==> src/sv/assert_macros.svh <==
// Assertion macros used by the console datapath.
// Clocked on the rising edge, quiet while reset is asserted (active low).
`ifndef ASSERT_MACROS_SVH
`define ASSERT_MACROS_SVH

// Same-cycle implication: cons must hold whenever ante holds.
`define TCA_ASSERT_IMP(label, clk, rst_n, ante, cons) \
	label: assert property (@(posedge clk) disable iff (!rst_n) (ante) |-> (cons)) \
		else $error("console assertion failed");

// Next-cycle implication: cons must hold in the cycle after ante.
`define TCA_ASSERT_NEXT(label, clk, rst_n, ante, cons) \
	label: assert property (@(posedge clk) disable iff (!rst_n) (ante) |=> (cons)) \
		else $error("console assertion failed");

`endif

==> src/sv/tca_pkg.sv <==
// Shared constants, types and helper functions of the text console.
// No dependencies; every other console file except assert_macros.svh imports this package.
`default_nettype none

package tca_pkg;

	// Screen geometry and parser buffer sizes
	localparam int SCREEN_COLUMNS = 80;
	localparam int SCREEN_ROWS    = 25;
	localparam int MAX_DIGITS     = 4;
	localparam int MAX_CODES      = 4;

	// Field widths
	localparam int CHAR_W  = 8;
	localparam int KIND_W  = 2;
	localparam int ADDR_W  = 11;
	localparam int VALUE_W = 16;
	localparam int COLOR_W = 4;
	localparam int DIGIT_W = 4;
	localparam int CODE_W  = 14;
	localparam int ACC_W   = CODE_W + 4;

	localparam int COL_W  = $clog2(SCREEN_COLUMNS);
	localparam int ROW_W  = $clog2(SCREEN_ROWS);
	localparam int DCNT_W = $clog2(MAX_DIGITS + 1);
	localparam int CCNT_W = $clog2(MAX_CODES + 1);
	localparam int CIDX_W = (MAX_CODES > 1) ? $clog2(MAX_CODES) : 1;
	localparam int MUL_W  = ROW_W + COL_W + ADDR_W;

	localparam int TAB_STEP     = 8;
	localparam int DECIMAL_BASE = 10;
	localparam int CODE_LIMIT   = 16383;

	// Result kinds
	localparam logic [KIND_W-1:0] KIND_CELL   = 2'd0;
	localparam logic [KIND_W-1:0] KIND_SCROLL = 2'd1;
	localparam logic [KIND_W-1:0] KIND_CURSOR = 2'd2;

	// Character codes
	localparam logic [CHAR_W-1:0] CHAR_BS    = 8'h08;
	localparam logic [CHAR_W-1:0] CHAR_TAB   = 8'h09;
	localparam logic [CHAR_W-1:0] CHAR_LF    = 8'h0A;
	localparam logic [CHAR_W-1:0] CHAR_CR    = 8'h0D;
	localparam logic [CHAR_W-1:0] CHAR_ESC   = 8'h1B;
	localparam logic [CHAR_W-1:0] CHAR_SPACE = 8'h20;
	localparam logic [CHAR_W-1:0] CHAR_ZERO  = 8'h30;
	localparam logic [CHAR_W-1:0] CHAR_NINE  = 8'h39;
	localparam logic [CHAR_W-1:0] CHAR_SEMI  = 8'h3B;
	localparam logic [CHAR_W-1:0] CHAR_LBRK  = 8'h5B;
	localparam logic [CHAR_W-1:0] CHAR_M     = 8'h6D;
	localparam logic [CHAR_W-1:0] CHAR_DEL   = 8'h7F;

	// Colors
	localparam logic [COLOR_W-1:0] FG_DEFAULT = 4'd7;
	localparam logic [COLOR_W-1:0] BG_DEFAULT = 4'd0;

	// SGR codes
	localparam logic [CODE_W-1:0] SGR_RESET      = 14'd0;
	localparam logic [CODE_W-1:0] SGR_BOLD       = 14'd1;
	localparam logic [CODE_W-1:0] SGR_FG_FIRST   = 14'd30;
	localparam logic [CODE_W-1:0] SGR_FG_LAST    = 14'd37;
	localparam logic [CODE_W-1:0] SGR_FG_DEFAULT = 14'd39;
	localparam logic [CODE_W-1:0] SGR_BG_FIRST   = 14'd40;
	localparam logic [CODE_W-1:0] SGR_BG_LAST    = 14'd47;
	localparam logic [CODE_W-1:0] SGR_BG_DEFAULT = 14'd49;

	// Commands from controller to datapath
	typedef struct packed {
		logic              take_in;
		logic              apply;
		logic              load_out;
		logic [KIND_W-1:0] out_kind;
	} tca_cmd_t;

	// Status from datapath to controller
	typedef struct packed {
		logic in_valid;
		logic esc_active;
		logic in_is_esc;
		logic in_is_m;
		logic in_printable;
		logic scroll_now;
		logic scroll_pending;
		logic out_free;
		logic apply_last;
	} tca_status_t;

	// ANSI color index to VGA palette index, dark form
	function automatic logic [COLOR_W-1:0] dark_color(input logic [2:0] idx);
		logic [COLOR_W-1:0] c;
		case (idx)
			3'd0: c = 4'd0;
			3'd1: c = 4'd4;
			3'd2: c = 4'd2;
			3'd3: c = 4'd6;
			3'd4: c = 4'd1;
			3'd5: c = 4'd5;
			3'd6: c = 4'd3;
			default: c = 4'd7;
		endcase
		return c;
	endfunction

	// Linear cell address, wrapped to the address field
	function automatic logic [ADDR_W-1:0] cell_addr(input logic [ROW_W-1:0] row,
			input logic [COL_W-1:0] col);
		logic [MUL_W-1:0] lin;
		lin = MUL_W'(row) * MUL_W'(SCREEN_COLUMNS) + MUL_W'(col);
		return lin[ADDR_W-1:0];
	endfunction

endpackage

`default_nettype wire

==> src/sv/tca_in_if.sv <==
// Character input channel: valid/ready handshake carrying one byte.
// Depends on tca_pkg for the field width.
`default_nettype none

interface tca_in_if import tca_pkg::*; ();
	logic              valid;
	logic              ready;
	logic [CHAR_W-1:0] char_byte;

	modport source (output valid, output char_byte, input ready);
	modport sink   (input valid, input char_byte, output ready);
endinterface

`default_nettype wire

==> src/sv/tca_out_if.sv <==
// Result output channel: valid/ready handshake carrying one console request.
// Depends on tca_pkg for the field widths.
`default_nettype none

interface tca_out_if import tca_pkg::*; ();
	logic               valid;
	logic               ready;
	logic [KIND_W-1:0]  result_kind;
	logic [ADDR_W-1:0]  cell_address;
	logic [VALUE_W-1:0] cell_value;
	logic               last_result;

	modport source (output valid, output result_kind, output cell_address,
		output cell_value, output last_result, input ready);
	modport sink   (input valid, input result_kind, input cell_address,
		input cell_value, input last_result, output ready);
endinterface

`default_nettype wire

==> src/sv/tca_ctrl.sv <==
// Sequencing controller of the text console: accept, emit and SGR apply steps.
// Depends on tca_pkg for the command and status types.
`default_nettype none

module tca_ctrl import tca_pkg::*; (
	input  wire logic        clk,
	input  wire logic        arst_n,
	input  wire tca_status_t status,
	output tca_cmd_t         cmd
);

	localparam logic [2:0] S_IDLE   = 3'd0;
	localparam logic [2:0] S_CELL   = 3'd1;
	localparam logic [2:0] S_SCROLL = 3'd2;
	localparam logic [2:0] S_CURSOR = 3'd3;
	localparam logic [2:0] S_APPLY  = 3'd4;

	logic [2:0] state_q;
	logic [2:0] state_d;

	// Decode state into commands and pick the next state
	always_comb begin
		state_d      = state_q;
		cmd.take_in  = 1'b0;
		cmd.apply    = 1'b0;
		cmd.load_out = 1'b0;
		cmd.out_kind = KIND_CURSOR;
		unique case (state_q)
			S_IDLE: begin
				cmd.take_in = 1'b1;
				if (status.in_valid) begin
					if (status.esc_active) begin
						if (status.in_is_m) state_d = S_APPLY;
					end else if (!status.in_is_esc) begin
						if (status.in_printable) state_d = S_CELL;
						else if (status.scroll_now) state_d = S_SCROLL;
						else state_d = S_CURSOR;
					end
				end
			end
			S_CELL: begin
				cmd.out_kind = KIND_CELL;
				if (status.out_free) begin
					cmd.load_out = 1'b1;
					state_d = status.scroll_pending ? S_SCROLL : S_CURSOR;
				end
			end
			S_SCROLL: begin
				cmd.out_kind = KIND_SCROLL;
				if (status.out_free) begin
					cmd.load_out = 1'b1;
					state_d = S_CURSOR;
				end
			end
			S_CURSOR: begin
				cmd.out_kind = KIND_CURSOR;
				if (status.out_free) begin
					cmd.load_out = 1'b1;
					state_d = S_IDLE;
				end
			end
			S_APPLY: begin
				cmd.apply = 1'b1;
				if (status.apply_last) state_d = S_IDLE;
			end
			default: state_d = S_IDLE;
		endcase
	end

	// Hold the state
	always_ff @(posedge clk or negedge arst_n) begin
		if (!arst_n) begin
			state_q <= S_IDLE;
		end else begin
			state_q <= state_d;
		end
	end

endmodule

`default_nettype wire

==> src/sv/tca_datapath.sv <==
// Datapath of the text console: cursor, colors, escape parser, output register.
// Depends on tca_pkg, the channel interfaces and assert_macros.svh.
`default_nettype none
`include "assert_macros.svh"

module tca_datapath import tca_pkg::*; (
	input  wire logic     clk,
	input  wire logic     arst_n,
	input  wire tca_cmd_t cmd,
	output tca_status_t   status,
	tca_in_if.sink        chars,
	tca_out_if.source     results
);

	// Architectural state
	logic [COL_W-1:0]   col_q;
	logic [ROW_W-1:0]   row_q;
	logic [COLOR_W-1:0] fg_q;
	logic [COLOR_W-1:0] bg_q;
	logic               bold_q;
	logic               esc_q;
	logic [DCNT_W-1:0]  dcount_q;
	logic [CCNT_W-1:0]  ccount_q;
	logic [CODE_W-1:0]  acc_q;
	logic [CODE_W-1:0]  code_store_q [MAX_CODES];
	logic [CIDX_W-1:0]  apply_idx_q;

	// Staged request of the byte in flight
	logic [ADDR_W-1:0]  cell_addr_q;
	logic [VALUE_W-1:0] cell_value_q;
	logic               scroll_q;

	// Output register
	logic               out_valid_q;
	logic [KIND_W-1:0]  out_kind_q;
	logic [ADDR_W-1:0]  out_addr_q;
	logic [VALUE_W-1:0] out_value_q;
	logic               out_last_q;

	logic [CHAR_W-1:0]  c;
	logic               accept;
	logic               is_digit;
	logic               printable;
	logic [COL_W:0]     col_t;
	logic [COL_W:0]     tab_sum;
	logic [ROW_W:0]     row_t;
	logic               scroll_now;
	logic [COL_W-1:0]   col_n;
	logic [ROW_W-1:0]   row_n;
	logic [ACC_W-1:0]   acc_sum;
	logic [CODE_W-1:0]  acc_n;
	logic [CODE_W-1:0]  code;
	logic [COLOR_W-1:0] fg_a;
	logic [COLOR_W-1:0] bg_a;
	logic               bold_a;
	logic               code_room;
	logic               out_free;

	assign c         = chars.char_byte;
	assign accept    = chars.valid && cmd.take_in;
	assign is_digit  = (c >= CHAR_ZERO) && (c <= CHAR_NINE);
	assign printable = (c >= CHAR_SPACE) && (c <= CHAR_DEL);
	assign code_room = ccount_q < CCNT_W'(MAX_CODES);
	assign out_free  = !out_valid_q || results.ready;

	// Move the cursor for a byte outside an escape sequence
	always_comb begin
		col_t   = {1'b0, col_q};
		row_t   = {1'b0, row_q};
		tab_sum = {1'b0, col_q} + (COL_W+1)'(TAB_STEP);
		if (c == CHAR_BS) begin
			if (col_q != '0) col_t = col_t - (COL_W+1)'(1);
			else if (row_q != '0) row_t = row_t - (ROW_W+1)'(1);
		end else if (c == CHAR_TAB) begin
			col_t = tab_sum & ~(COL_W+1)'(TAB_STEP - 1);
		end else if (c == CHAR_CR) begin
			col_t = '0;
		end else if (c == CHAR_LF) begin
			col_t = '0;
			row_t = row_t + (ROW_W+1)'(1);
		end else if (printable) begin
			col_t = col_t + (COL_W+1)'(1);
		end
		// wrap past the last column
		if (col_t >= (COL_W+1)'(SCREEN_COLUMNS)) begin
			col_t = col_t - (COL_W+1)'(SCREEN_COLUMNS);
			row_t = row_t + (ROW_W+1)'(1);
		end
		scroll_now = row_t >= (ROW_W+1)'(SCREEN_ROWS);
		col_n = col_t[COL_W-1:0];
		row_n = scroll_now ? ROW_W'(SCREEN_ROWS - 1) : row_t[ROW_W-1:0];
	end

	// Fold one decimal digit into the running code, saturating
	always_comb begin
		acc_sum = ACC_W'(acc_q) * ACC_W'(DECIMAL_BASE) + ACC_W'(DIGIT_W'(c - CHAR_ZERO));
		acc_n   = (acc_sum > ACC_W'(CODE_LIMIT)) ? CODE_W'(CODE_LIMIT) : acc_sum[CODE_W-1:0];
	end

	// Apply one stored SGR code
	always_comb begin
		code   = code_store_q[apply_idx_q];
		fg_a   = fg_q;
		bg_a   = bg_q;
		bold_a = bold_q;
		if (code == SGR_RESET) begin
			fg_a   = FG_DEFAULT;
			bg_a   = BG_DEFAULT;
			bold_a = 1'b0;
		end else if (code == SGR_BOLD) begin
			fg_a   = fg_q | 4'b1000;
			bold_a = 1'b1;
		end else if ((code >= SGR_FG_FIRST) && (code <= SGR_FG_LAST)) begin
			fg_a = dark_color(3'(code - SGR_FG_FIRST)) | {bold_q, 3'b000};
		end else if (code == SGR_FG_DEFAULT) begin
			fg_a = FG_DEFAULT;
		end else if ((code >= SGR_BG_FIRST) && (code <= SGR_BG_LAST)) begin
			bg_a = dark_color(3'(code - SGR_BG_FIRST));
		end else if (code == SGR_BG_DEFAULT) begin
			bg_a = BG_DEFAULT;
		end
	end

	// Control state: cursor, colors, parser counters, output valid
	always_ff @(posedge clk or negedge arst_n) begin
		if (!arst_n) begin
			col_q       <= '0;
			row_q       <= '0;
			fg_q        <= FG_DEFAULT;
			bg_q        <= BG_DEFAULT;
			bold_q      <= 1'b0;
			esc_q       <= 1'b0;
			dcount_q    <= '0;
			ccount_q    <= '0;
			apply_idx_q <= '0;
			out_valid_q <= 1'b0;
		end else begin
			if (accept) begin
				if (esc_q) begin
					if (is_digit) begin
						if (dcount_q < DCNT_W'(MAX_DIGITS)) dcount_q <= dcount_q + DCNT_W'(1);
					end else if ((c == CHAR_SEMI) || (c == CHAR_M)) begin
						dcount_q <= '0;
						if (code_room) ccount_q <= ccount_q + CCNT_W'(1);
						apply_idx_q <= '0;
					end else if (c != CHAR_LBRK) begin
						dcount_q <= '0;
						ccount_q <= '0;
						esc_q    <= 1'b0;
					end
				end else if (c == CHAR_ESC) begin
					esc_q    <= 1'b1;
					dcount_q <= '0;
					ccount_q <= '0;
				end else begin
					col_q <= col_n;
					row_q <= row_n;
				end
			end
			// step through the stored codes, then close the sequence
			if (cmd.apply) begin
				fg_q        <= fg_a;
				bg_q        <= bg_a;
				bold_q      <= bold_a;
				apply_idx_q <= apply_idx_q + CIDX_W'(1);
				if (status.apply_last) begin
					ccount_q <= '0;
					dcount_q <= '0;
					esc_q    <= 1'b0;
				end
			end
			if (cmd.load_out) out_valid_q <= 1'b1;
			else if (results.ready) out_valid_q <= 1'b0;
		end
	end

	// Payload: digit accumulator, code store, staged request, output fields
	always_ff @(posedge clk) begin
		if (accept) begin
			if (esc_q) begin
				if (is_digit) begin
					if (dcount_q < DCNT_W'(MAX_DIGITS)) acc_q <= acc_n;
				end else if ((c == CHAR_SEMI) || (c == CHAR_M)) begin
					if (code_room) code_store_q[ccount_q[CIDX_W-1:0]] <= acc_q;
					acc_q <= '0;
				end
			end else if (c == CHAR_ESC) begin
				acc_q <= '0;
			end else begin
				cell_addr_q  <= cell_addr(row_q, col_q);
				cell_value_q <= {bg_q, fg_q, c};
				scroll_q     <= scroll_now;
			end
		end
		if (cmd.load_out) begin
			out_kind_q <= cmd.out_kind;
			out_last_q <= (cmd.out_kind == KIND_CURSOR);
			unique case (cmd.out_kind)
				KIND_CELL: begin
					out_addr_q  <= cell_addr_q;
					out_value_q <= cell_value_q;
				end
				KIND_SCROLL: begin
					out_addr_q  <= '0;
					out_value_q <= {bg_q, bg_q, CHAR_SPACE};
				end
				default: begin
					out_addr_q  <= cell_addr(row_q, col_q);
					out_value_q <= '0;
				end
			endcase
		end
	end

	// Drive the channels and the status
	assign chars.ready          = cmd.take_in;
	assign results.valid        = out_valid_q;
	assign results.result_kind  = out_kind_q;
	assign results.cell_address = out_addr_q;
	assign results.cell_value   = out_value_q;
	assign results.last_result  = out_last_q;

	assign status.in_valid       = chars.valid;
	assign status.esc_active     = esc_q;
	assign status.in_is_esc      = (c == CHAR_ESC);
	assign status.in_is_m        = (c == CHAR_M);
	assign status.in_printable   = printable;
	assign status.scroll_now     = scroll_now;
	assign status.scroll_pending = scroll_q;
	assign status.out_free       = out_free;
	assign status.apply_last     = (CCNT_W'(apply_idx_q) + CCNT_W'(1)) >= ccount_q;

	`TCA_ASSERT_IMP(a_col_in_range, clk, arst_n, 1'b1, col_q < COL_W'(SCREEN_COLUMNS))
	`TCA_ASSERT_IMP(a_codes_bounded, clk, arst_n, 1'b1, ccount_q <= CCNT_W'(MAX_CODES))
	`TCA_ASSERT_IMP(a_apply_in_escape, clk, arst_n, cmd.apply, esc_q && (ccount_q != '0))
	`TCA_ASSERT_IMP(a_load_when_free, clk, arst_n, cmd.load_out, out_free)

endmodule

`default_nettype wire

==> src/sv/text_console_ansi_colour_top.sv <==
// Top level of the text console with ANSI SGR colors.
// Depends on tca_pkg, tca_in_if, tca_out_if, tca_ctrl and tca_datapath.
`default_nettype none

// Takes one character byte per request and returns the console requests it causes:
// a cell write for bytes 0x20-0x7F, a scroll-up request with a blank fill word when
// the cursor leaves the last row, and a cursor report, which carries last_result.
// Bytes inside an ESC sequence and ESC itself return nothing; SGR codes 0, 1, 30-37,
// 39, 40-47 and 49 take effect on 'm'. A byte inside an escape sequence needs only
// its accept; 'm' is followed by one apply step per stored code (up to MAX_CODES),
// since codes go through one shared apply step a cycle; any other byte is accepted
// and then emits each of its results in turn through the single output register,
// waiting while that register holds an untaken result. The next byte is taken as soon as the
// cursor report sits in the output register, and a stalled output holds it back.
module text_console_ansi_colour_top import tca_pkg::*; (
	input  wire logic clk,
	input  wire logic arst_n,
	tca_in_if.sink    chars,
	tca_out_if.source results
);

	tca_cmd_t    cmd;
	tca_status_t status;

	tca_ctrl u_ctrl (
		.clk    (clk),
		.arst_n (arst_n),
		.status (status),
		.cmd    (cmd)
	);

	tca_datapath u_datapath (
		.clk     (clk),
		.arst_n  (arst_n),
		.cmd     (cmd),
		.status  (status),
		.chars   (chars),
		.results (results)
	);

endmodule

`default_nettype wire

==> src/flat_wrapper.sv <==
// flat-port wrapper written by rule: the top's interface ports become plain ports
module text_console_ansi_colour_top_flat import tca_pkg::*;
  (clk, arst_n, chars_valid, chars_char_byte, chars_ready, results_valid, results_result_kind, results_cell_address, results_cell_value, results_last_result, results_ready);
  tca_in_if chars_i ();
  tca_out_if results_i ();
  input  wire logic clk;
  input  wire logic arst_n;
  input wire logic [$bits(chars_i.valid)-1:0] chars_valid;
  input wire logic [$bits(chars_i.char_byte)-1:0] chars_char_byte;
  output wire logic [$bits(chars_i.ready)-1:0] chars_ready;
  output wire logic [$bits(results_i.valid)-1:0] results_valid;
  output wire logic [$bits(results_i.result_kind)-1:0] results_result_kind;
  output wire logic [$bits(results_i.cell_address)-1:0] results_cell_address;
  output wire logic [$bits(results_i.cell_value)-1:0] results_cell_value;
  output wire logic [$bits(results_i.last_result)-1:0] results_last_result;
  input wire logic [$bits(results_i.ready)-1:0] results_ready;
  assign chars_i.valid = chars_valid;
  assign chars_i.char_byte = chars_char_byte;
  assign chars_ready = chars_i.ready;
  assign results_valid = results_i.valid;
  assign results_result_kind = results_i.result_kind;
  assign results_cell_address = results_i.cell_address;
  assign results_cell_value = results_i.cell_value;
  assign results_last_result = results_i.last_result;
  assign results_i.ready = results_ready;
  text_console_ansi_colour_top u_core (.clk(clk), .arst_n(arst_n), .chars(chars_i), .results(results_i));
endmodule
==> config.mk <==
export PLATFORM = sky130hd
export DESIGN_NAME = text_console_ansi_colour_top_flat
export DESIGN_NICKNAME = d
export VERILOG_FILES = /design/src/sv/tca_pkg.sv /design/src/sv/tca_in_if.sv /design/src/sv/tca_out_if.sv /design/src/sv/tca_ctrl.sv /design/src/sv/tca_datapath.sv /design/src/sv/text_console_ansi_colour_top.sv /design/src/flat_wrapper.sv
export VERILOG_INCLUDE_DIRS = /design/src /design/src/sv
export SDC_FILE = /design/constraint.sdc
export NUM_CORES = 1
export LEC_CHECK = 0
export BUFFER_PORTS_ARGS = -buffer_cell sky130_fd_sc_hd__buf_2
export CORE_AREA = 2 2 126 128
export DETAILED_ROUTE_END_ITERATION = 7
export DIE_AREA = 0 0 128 130
export PLACE_DENSITY = 0.77
export SETUP_SLACK_MARGIN = 0.4
export SLEW_MARGIN = 20
export SYNTH_ARGS = -nofsm -noshare
export SYNTH_HDL_FRONTEND = slang
export SYNTH_SLANG_ARGS = --single-unit
==> constraint.sdc <==
create_clock -name clk -period 10.95 [get_ports clk]
set_input_delay 2.7375 -clock clk [delete_from_list [all_inputs] [get_ports clk]]
set_output_delay 2.7375 -clock clk [all_outputs]
set_load 0.01 [all_outputs]
Word level (Yosys, flattened, before mapping) --
Memories as Yosys holds them, arrays and structs flattened. Cells that the tools add are included.
Storage, ports and cells: register bits after elaboration 106, memories kept 1, bits in read-only memories 0, bits in writable memories 56, latch bits 0
Operators by class: shifts and indexed selects 0, $lt $le $gt $ge 14, divide/modulo/power cells 0, $mul 2, reductions and logical operators 32, muxes and demuxes 95, bitwise logic cells 3, add/subtract/negate cells 16, equality and inequality tests 42
Memory list:
- u_core.u_datapath.code_store_q | depth 4, width 14, rd ports 1, clocked after memory_dff 0, write ports 1, RTL line tca_datapath.sv:25 | logic [CODE_W-1:0] code_store_q [MAX_CODES];
Operator list (count):
- $mux W14 | 6
- $mux W3 | 27
- $mux W4 | 13
- $mux W8 | 6
- $mux W6 | 7
- $pmux W3 S7 | 2
- $eq A8 B4 Y1 const B | 4
- $pmux W16 S2 | 1
- $eq A14 B6 Y1 const B | 2
- $le A14 B6 Y1 const B | 2
- $mux W1 | 23
- $pmux W11 S2 | 1
- $eq A3 B3 Y1 const B | 7
- $add A18 B4 Y18 | 1
- $eq A3 B2 Y1 const B | 6
- $gt A18 B14 Y1 const B | 1
- $mul A14 B3 Y17 const B | 1
- $ge A8 B6 Y1 const B | 2
- $pmux W3 S5 | 1
- $eq A14 B1 Y1 const B | 1
- $ge A14 B5 Y1 const B | 1
- $ge A14 B6 Y1 const B | 1
- $logic_not A14 Y1 | 1
- $ne A2 B2 Y1 const B | 7
- 53 further kinds | 80

Longest topological paths before layout --
Gate-level depths: netlist (run 1).
word-level depth 16, gate-level depth with buffers 17, mapped depth without buffers 16

Cells and area by module --
From an unflattened synthesis (run 1), not the netlist that was laid out.
Second synthesis, totals: cells, all modules 781, area total of the unflattened synthesis 8809.7 sq um
By module, submodules not included:
- tca_datapath | area an instance 8543.2 sq um, cells an instance 751, instances 1
- tca_ctrl | area an instance 266.5 sq um, cells an instance 30, instances 1

Worst setup path after synthesis (run 1) --
OpenSTA, ideal clock, no wires.
path type input-to-reg, start point input port chars_char_byte[0], end point register u_core.u_datapath.scroll_q (data pin), stages on the path 15, arrival time 5627 ps, setup time 130 ps, data required time 10820 ps, slack 5193 ps, path buffers 1, cells stage by stage clkbuf_1 -> or3b_1 -> a211oi_2 -> o21a_1 -> nor2_1 -> o21ai_0 -> o21a_1 -> ha_1 -> inv_1 -> a31oi_1 -> o2111ai_1 -> o311ai_2 -> o2111ai_2 -> a221oi_2 -> or2_1
Between the ends: longest elaborated chain between the ends 10, elaborated cells on any way between the ends 20
RTL lines:
- from (decl) | RTL line flat_wrapper.sv:9 | input wire logic [$bits(chars_i.char_byte)-1:0] chars_char_byte;
- $ge A8 B6 Y1 or $le A8 B7 Y1 (tied branches) | RTL line tca_datapath.sv:62 | assign printable = (c >= CHAR_SPACE) && (c <= CHAR_DEL);
- $logic_and A1 B1 Y1 | RTL line tca_datapath.sv:62
- $mux W8 | RTL line tca_datapath.sv:81 | end else if (printable) begin
- $mux W8 | RTL line tca_datapath.sv:78 | end else if (c == CHAR_LF) begin
- $mux W8 | RTL line tca_datapath.sv:76 | end else if (c == CHAR_CR) begin
- $mux W8 | RTL line tca_datapath.sv:74 | end else if (c == CHAR_TAB) begin
- $mux W8 | RTL line tca_datapath.sv:71 | if (c == CHAR_BS) begin
- $ge A8 B7 Y1 | RTL line tca_datapath.sv:85 | if (col_t >= (COL_W+1)'(SCREEN_COLUMNS)) begin
- $mux W6 (*) | RTL line tca_datapath.sv:85
- $ge A6 B5 Y1 (*) | RTL line tca_datapath.sv:89 | scroll_now = row_t >= (ROW_W+1)'(SCREEN_ROWS);
- via u_core.u_datapath.scroll_now | RTL line tca_datapath.sv:47 | logic scroll_now;
- to (signal assigned) | RTL line tca_datapath.sv:192 | scroll_q <= scroll_now;
- to (decl) | RTL line tca_datapath.sv:31 | logic scroll_q;
The timed path passes the listed nets; every way through them passes the cells marked *. A chain may end at the register's enable or synchronous reset.

Worst setup path in the final report (run 1) --
start point input port chars_char_byte[7], end point register u_core.u_datapath.scroll_q (data pin)
Same word-level chain as after synthesis.

==> results of run 1 <==
==> stage by stage <==
stage / worst slack [ns] / total power (W) / hold slack (ns) / cells
3_5_place_dp: 4.433 / 0.001305 / 0.4687 / 982
4_1_cts: 4.841 / 0.001868 / 0.4875 / 1014
6_report: 4.802 / 0.001867 / 0.4827 / 1014
5_1_grt: 4.562 / 0.001946 / 0.5020 / 1014
2_1_floorplan: 5.193 / 0.001145 / 0.4255 / 774
3_3_place_gp: 4.646 / 0.001287 / 0.4630 / 982
==> metal layers <==
layer  track usage, %  part of all wire (%)
met5                0                     0
met4            8.533                   1.8
met3            4.346                   4.7
met2            40.36                    49
met1            31.98                    45
==> worst register-to-register path, delay by kind of cell, from the launching register on <==
kind                       cells  cell delay [ns]
AOI/OAI and AO/OA              7             1.94
and+or+nand+nor                4             1.14
DFF                            1             0.54
adders and majority gates      2             0.46
buffers and inverters          2             0.17
==> worst paths after layout <==
kind                                                                end  slack, ns  depth (start not counted)
setup reg to reg                   u_core.u_datapath.scroll_q$_DFFE_PP_       6.58                         15
hold reg to reg            u_core.u_datapath.cell_value_q[11]$_DFFE_PP_       0.48                          0
hold / removal             u_core.u_datapath.cell_value_q[11]$_DFFE_PP_       0.48                          0
setup / recovery                   u_core.u_datapath.scroll_q$_DFFE_PP_       4.80                         15
min in group asynchronous         u_core.u_datapath.fg_q[3]$_DFFE_PN0P_       2.40                          1
max in group asynchronous        u_core.u_datapath.row_q[0]$_DFFE_PN0P_       8.04                          1
==> final cells by class <==
class,instances,area [sq um],area share [%]
Tap cell,192,240.2,2.435
Clock buffer,23,457.9,4.642
Sequential cell,159,4613,46.76
Multi-Input combinational cell,551,4078,41.33
Timing Repair Buffer,45,232.7,2.359
Clock inverter,9,112.6,1.141
Inverter,35,131.4,1.332
==> kinds of logic after synthesis <==
logic type | synth area share, %
xor gates and xnor gates | 3.216
adders and majority gates | 8.725
other | 0.04191
muxes | 2.573
AOI/OAI and AO/OA | 15.31
buffers and inverters | 3.006
and+or+nand+nor | 15.58
DFF | 51.55
==> cells in the mapped netlist, types with 12 or more instances <==
cell type / n
a22o_1: 18
nand2_1: 58
nor4_1: 12
xor2_1: 13
o21ai_0: 31
nand3_1: 19
xnor2_1: 18
inv_1: 34
edfxtp_1: 126
and2_1: 20
a21o_1: 14
a21oi_1: 42
nor2_1: 46
nor3_1: 22
clkbuf_1: 18
ha_1: 56
dfrtp_1: 30
==> power by group through the flow <==
stage	combinational (W)	clock (W)	sequential, W
2_1_floorplan	0.000293	0	0.000852
3_3_place_gp	0.000439	0	0.000848
3_5_place_dp	0.000455	0	0.000850
4_1_cts	0.000457	0.000572	0.000839
5_1_grt	0.000502	0.000596	0.000848
6_report	0.000458	0.000569	0.000840
==> state kept, by name, summed over array words and instances (netlist names), 2 cells and up <==
register                                flops
u_core.u_datapath.fg_q                      4
u_core.u_datapath.apply_idx_q               2
u_core.u_datapath.row_q                     5
u_core.u_ctrl.state_q                       3
u_core.u_datapath.cell_addr_q              11
u_core.u_datapath.bg_q                      3
u_core.u_datapath.results.cell_value       15
u_core.u_datapath.dcount_q                  3
u_core.u_datapath.code_store_q             56
u_core.u_datapath.results.cell_address     11
u_core.u_datapath.cell_value_q             15
u_core.u_datapath.results.result_kind       2
u_core.u_datapath.col_q                     7
u_core.u_datapath.ccount_q                  3
u_core.u_datapath.acc_q                    14
==> metrics.txt, run 1 <==
CP startpoint=chars_char_byte[7]; Async SR Flop Fraction=20.75%; number of global-route vias before repair=6184; combinational power share=24.5%; worst hold start=u_core.u_datapath.fg_q[3]$_DFFE_PN0P_; Flop pwr share=45.0%; routed vias=6424; I/O pins=44; highest-count cells in the layout ignoring fill and taps=edfxtp_1, nand2_1, ha_1, nor2_1; H-tree Lvls=4; area post-placement=9289 sq um; relative slew slack=47.13%; Yosys reg bits=159; Clk Latency, worst-skew pair=0.42 ns; largest net degree at the start of global routing=37; final instance area=9866 sq um; core area=15420 sq um; clock sink total=159; Fin. Hold Viols=0; post_cts resized=0; Int Pwr=0.001292 W; row count=46; # port buffers=42; Worst-path clk slew=0.06 ns; Setup Buffers After CTS=0; Worst Hold Class=reg -> reg; distinct cell type count after synthesis=91; commonest non-fill, non-tap cell in the layout=edfxtp_1; setup TNS=0 ns; Avg WL per Cell=19.13 microns; Fmax=0.1627 GHz; HPWL after DPL=13.89 mm; Clock Skew=0.009499 ns; Seq/Total Area, Yosys=51.55%; Top FF cell, synth=edfxtp_1; # setup viols final=0; worst-margin pin slew=0.7931 ns; Yosys top cell by area=edfxtp_1; width of the die=128 microns; Worst VDD drop=142.6 uV; Tot GR Track Use=24.11%; highest net fanout along the worst path=13; worst path required time=11.23 ns; R2R Path Start=u_core.u_datapath.col_q[0]$_DFFE_PN0P_; cts bufs inserted=17; delay-heaviest family, CP=compound AO/OA/AOI/OAI gates; area growth from synthesis to layout=10.25%; n_diodes=0; Max Slew Vio Count=0; mean number of vias per cell=6.335; Mapped Nets=846; startpoint types=primary input; buffer and inverter count on the worst path=2; initial antenna violation count=0; Leak Pwr=3.693 nW; Synth area leaders=edfxtp_1, dfrtp_1, ha_1; Max Cap Viol=0; Placer Congestion=0.8944; min cycle time layout=6.148 ns; Net Sw Power=0.0005748 W; DRT Wirelength=19.40 mm; status=finished clean; cts hold-fix bufs=0; # nets final=881; Worst Path Arrival=6.43 ns; slowest cell on the critical path=o311ai_2; Syn Std Cell Area=8949 sq um; DR iter-0 viols=590; Max clock buf depth=2; Antenna Nets Post-Route=0; RSZ-0062 raised after global routing=false; mean post-synth cell area=11.56 sq um; cell chosen for the clock root=clkbuf_16; Top cell by count, worst path=a31oi_1; DRT Pass-1 Iters=5; CP endpoint kind=register; clock share of power=30.5%; die area=16640 sq um; Synth top area share=42.28%; Power per Cell Area=189.2 nW/um^2; EDFF count, synth=126; Die Height=130 microns; WS Path Type=in -> reg; CTS tree=done; fill cell total of the finished layout=1157; switching share of power=30.79%; GR Overflow Total=0; Cells after Synth=774; YS warnings=0; residual DRC count=0; layout cell share with drive strength beyond 1=13.99%; global-route wire length before repair=31.24 mm; initial core utilization=58.01%; Final Util=63.96%; fraction of the cycle the final worst path needs=56.15%; max incr delay on CP=0.56 ns; crit path cell chain=buf_2 > o21ba_2 > and2_1 > nand2_1 > xnor2_1 > or2_2 > a31oi_1 > ha_1 > inv_1 > a31oi_1 > o2111ai_1 > o311ai_2 > o2111ai_2 > a221oi_2 > or2_1
(Power assumes the default switching activity.)
==> inputs of run 2 (changes only) <==
Clock period 10.95 ns to 5.8 ns, I/O delays scaled along.
==> metrics.txt, run 2 (synthesis results as in run 1) <==
status=finished clean; width of the die=128 microns; Fin. Hold Viols=0; routed vias=6413; Antenna Nets Post-Route=0; Avg WL per Cell=19.64 microns; # port buffers=42; initial core utilization=58.01%; Top cell by count, worst path=a31oi_1; Flop pwr share=45.2%; Worst Path Arrival=5.07 ns; initial antenna violation count=0; Max Cap Viol=0; Clk Latency, worst-skew pair=0.42 ns; cts bufs inserted=17; Worst Hold Class=reg -> reg; crit path cell chain=buf_2 > o21ba_2 > and2_1 > nand2_1 > xnor2_1 > or2_2 > a31oi_1 > ha_1 > inv_1 > a31oi_1 > o2111ai_1 > o311ai_2 > o2111ai_2 > a221oi_2 > o41ai_1; Tot GR Track Use=24.94%; worst-margin pin slew=0.9944 ns; worst path required time=6.08 ns; Worst VDD drop=266.0 uV; Die Height=130 microns; Int Pwr=0.002388 W; number of global-route vias before repair=6309; Net Sw Power=0.001117 W; DR iter-0 viols=593; startpoint types=primary input; Hold WS=0.4959 ns; die area=16640 sq um; fraction of the cycle the final worst path needs=82.52%; residual DRC count=0; min cycle time layout=4.786 ns; clock share of power=30.2%; H-tree Lvls=4; Leak Pwr=3.694 nW; # nets final=882; mean number of vias per cell=6.318; Clock Skew=0.01237 ns; highest net fanout along the worst path=13; fill cell total of the finished layout=1138; Power per Cell Area=355.6 nW/um^2; setup TNS=0 ns; post_cts resized=0; Setup Buffers After CTS=0; switching share of power=31.86%; slowest cell on the critical path=o311ai_2; core area=15420 sq um; # setup viols final=0; HPWL after DPL=14.44 mm; Fmax=0.2089 GHz; row count=46; CTS tree=done; CP endpoint kind=register; DRT Wirelength=19.93 mm; highest-count cells in the layout ignoring fill and taps=edfxtp_1, nand2_1, ha_1, nor2_1; Max clock buf depth=2; total power=0.003504 W; n_diodes=0; commonest non-fill, non-tap cell in the layout=edfxtp_1; GR Overflow Total=0; largest net degree at the start of global routing=37; cts hold-fix bufs=0; max incr delay on CP=0.55 ns; WS Path Type=in -> reg; DRT Pass-1 Iters=5; cell chosen for the clock root=clkbuf_16; Placer Congestion=0.9700; layout cell share with drive strength beyond 1=14.22%; combinational power share=24.6%; relative slew slack=31.81%; RSZ-0062 raised after global routing=false; Max Slew Vio Count=0; area growth from synthesis to layout=10.14%; Worst-path clk slew=0.06 ns; global-route wire length before repair=32.21 mm; I/O pins=44; max FFs per register=56; clock sink total=159
## run 2: power by group through the flow
stage | Sequential [W] | Combinational (W) | Clock, W
2_1_floorplan | 0.00161 | 0.000553 | 0
3_3_place_gp | 0.00160 | 0.000832 | 0
3_5_place_dp | 0.00161 | 0.000854 | 0
4_1_cts | 0.00158 | 0.000862 | 0.00107
5_1_grt | 0.00161 | 0.000953 | 0.00111
6_report | 0.00159 | 0.000862 | 0.00106
## run 2: per-layer routing
| layer | global-route usage, % | share of wire, % | up-vias |
|---|---|---|---|
| met4 | 8.468 | 1.5 | 0 |
| met5 | 0 | 0 | - |
| met2 | 41.15 | 49 | 207 |
| met3 | 4.387 | 4.9 | 30 |
| li1 | - | - | 3021 |
| met1 | 33.82 | 45 | 3155 |
## run 2: cell type report
cell class	instances	area, sq um	share of cell area [%]
clock inverter	15	131.4	1.333
timing repair buffer	46	240.2	2.437
inverter	35	131.4	1.333
clock buffer	17	425.4	4.316
sequential	159	4613	46.81
tap	192	240.2	2.437
multi-input combinational	551	4074	41.34
## run 2: path summary, 6_finish.rpt
| kind | start | endpoint | slack (ns) | cells past startpoint |
|---|---|---|---|---|
| setup / recovery | chars_char_byte[7] | u_core.u_datapath.row_q[2]$_DFFE_PN0P_ | 1.01 | 15 |
| min in group asynchronous | arst_n | u_core.u_datapath.dcount_q[1]$_DFF_PN0_ | 1.15 | 1 |
| hold / removal | u_core.u_datapath.bold_q$_DFFE_PN0P_ | u_core.u_datapath.bold_q$_DFFE_PN0P_ | 0.50 | 2 |
| setup reg to reg | u_core.u_datapath.acc_q[1]$_SDFFCE_PN0P_ | u_core.u_datapath.acc_q[3]$_SDFFCE_PN0P_ | 1.40 | 11 |
| hold reg to reg | u_core.u_datapath.bold_q$_DFFE_PN0P_ | u_core.u_datapath.bold_q$_DFFE_PN0P_ | 0.50 | 2 |
| max in group asynchronous | arst_n | u_core.u_datapath.ccount_q[1]$_DFF_PN0_ | 4.07 | 1 |
## run 2: critical path: cells and delay by family
family,cells,cell delay [ns]
adders and majority gates,1,0.21
xor gates and xnor gates,1,0.14
and+or+nand+nor,3,0.65
AOI/OAI and AO/OA,8,2.41
buffers and inverters,2,0.18
## run 2: per-stage QoR
stage | instance area (sq um) | std cells | utilization [%] | worst slack, ns
after detailed placement | 9296 | 983 | 60.27 | 0.6475
after global placement | 9296 | 983 | 60.27 | 0.7678
after CTS | 9853 | 1015 | 63.88 | 1.074
after global routing | 9856 | 1015 | 63.90 | 0.7961
final | 9856 | 1015 | 63.90 | 1.014
after floorplan | 8949 | 774 | - | 1.331
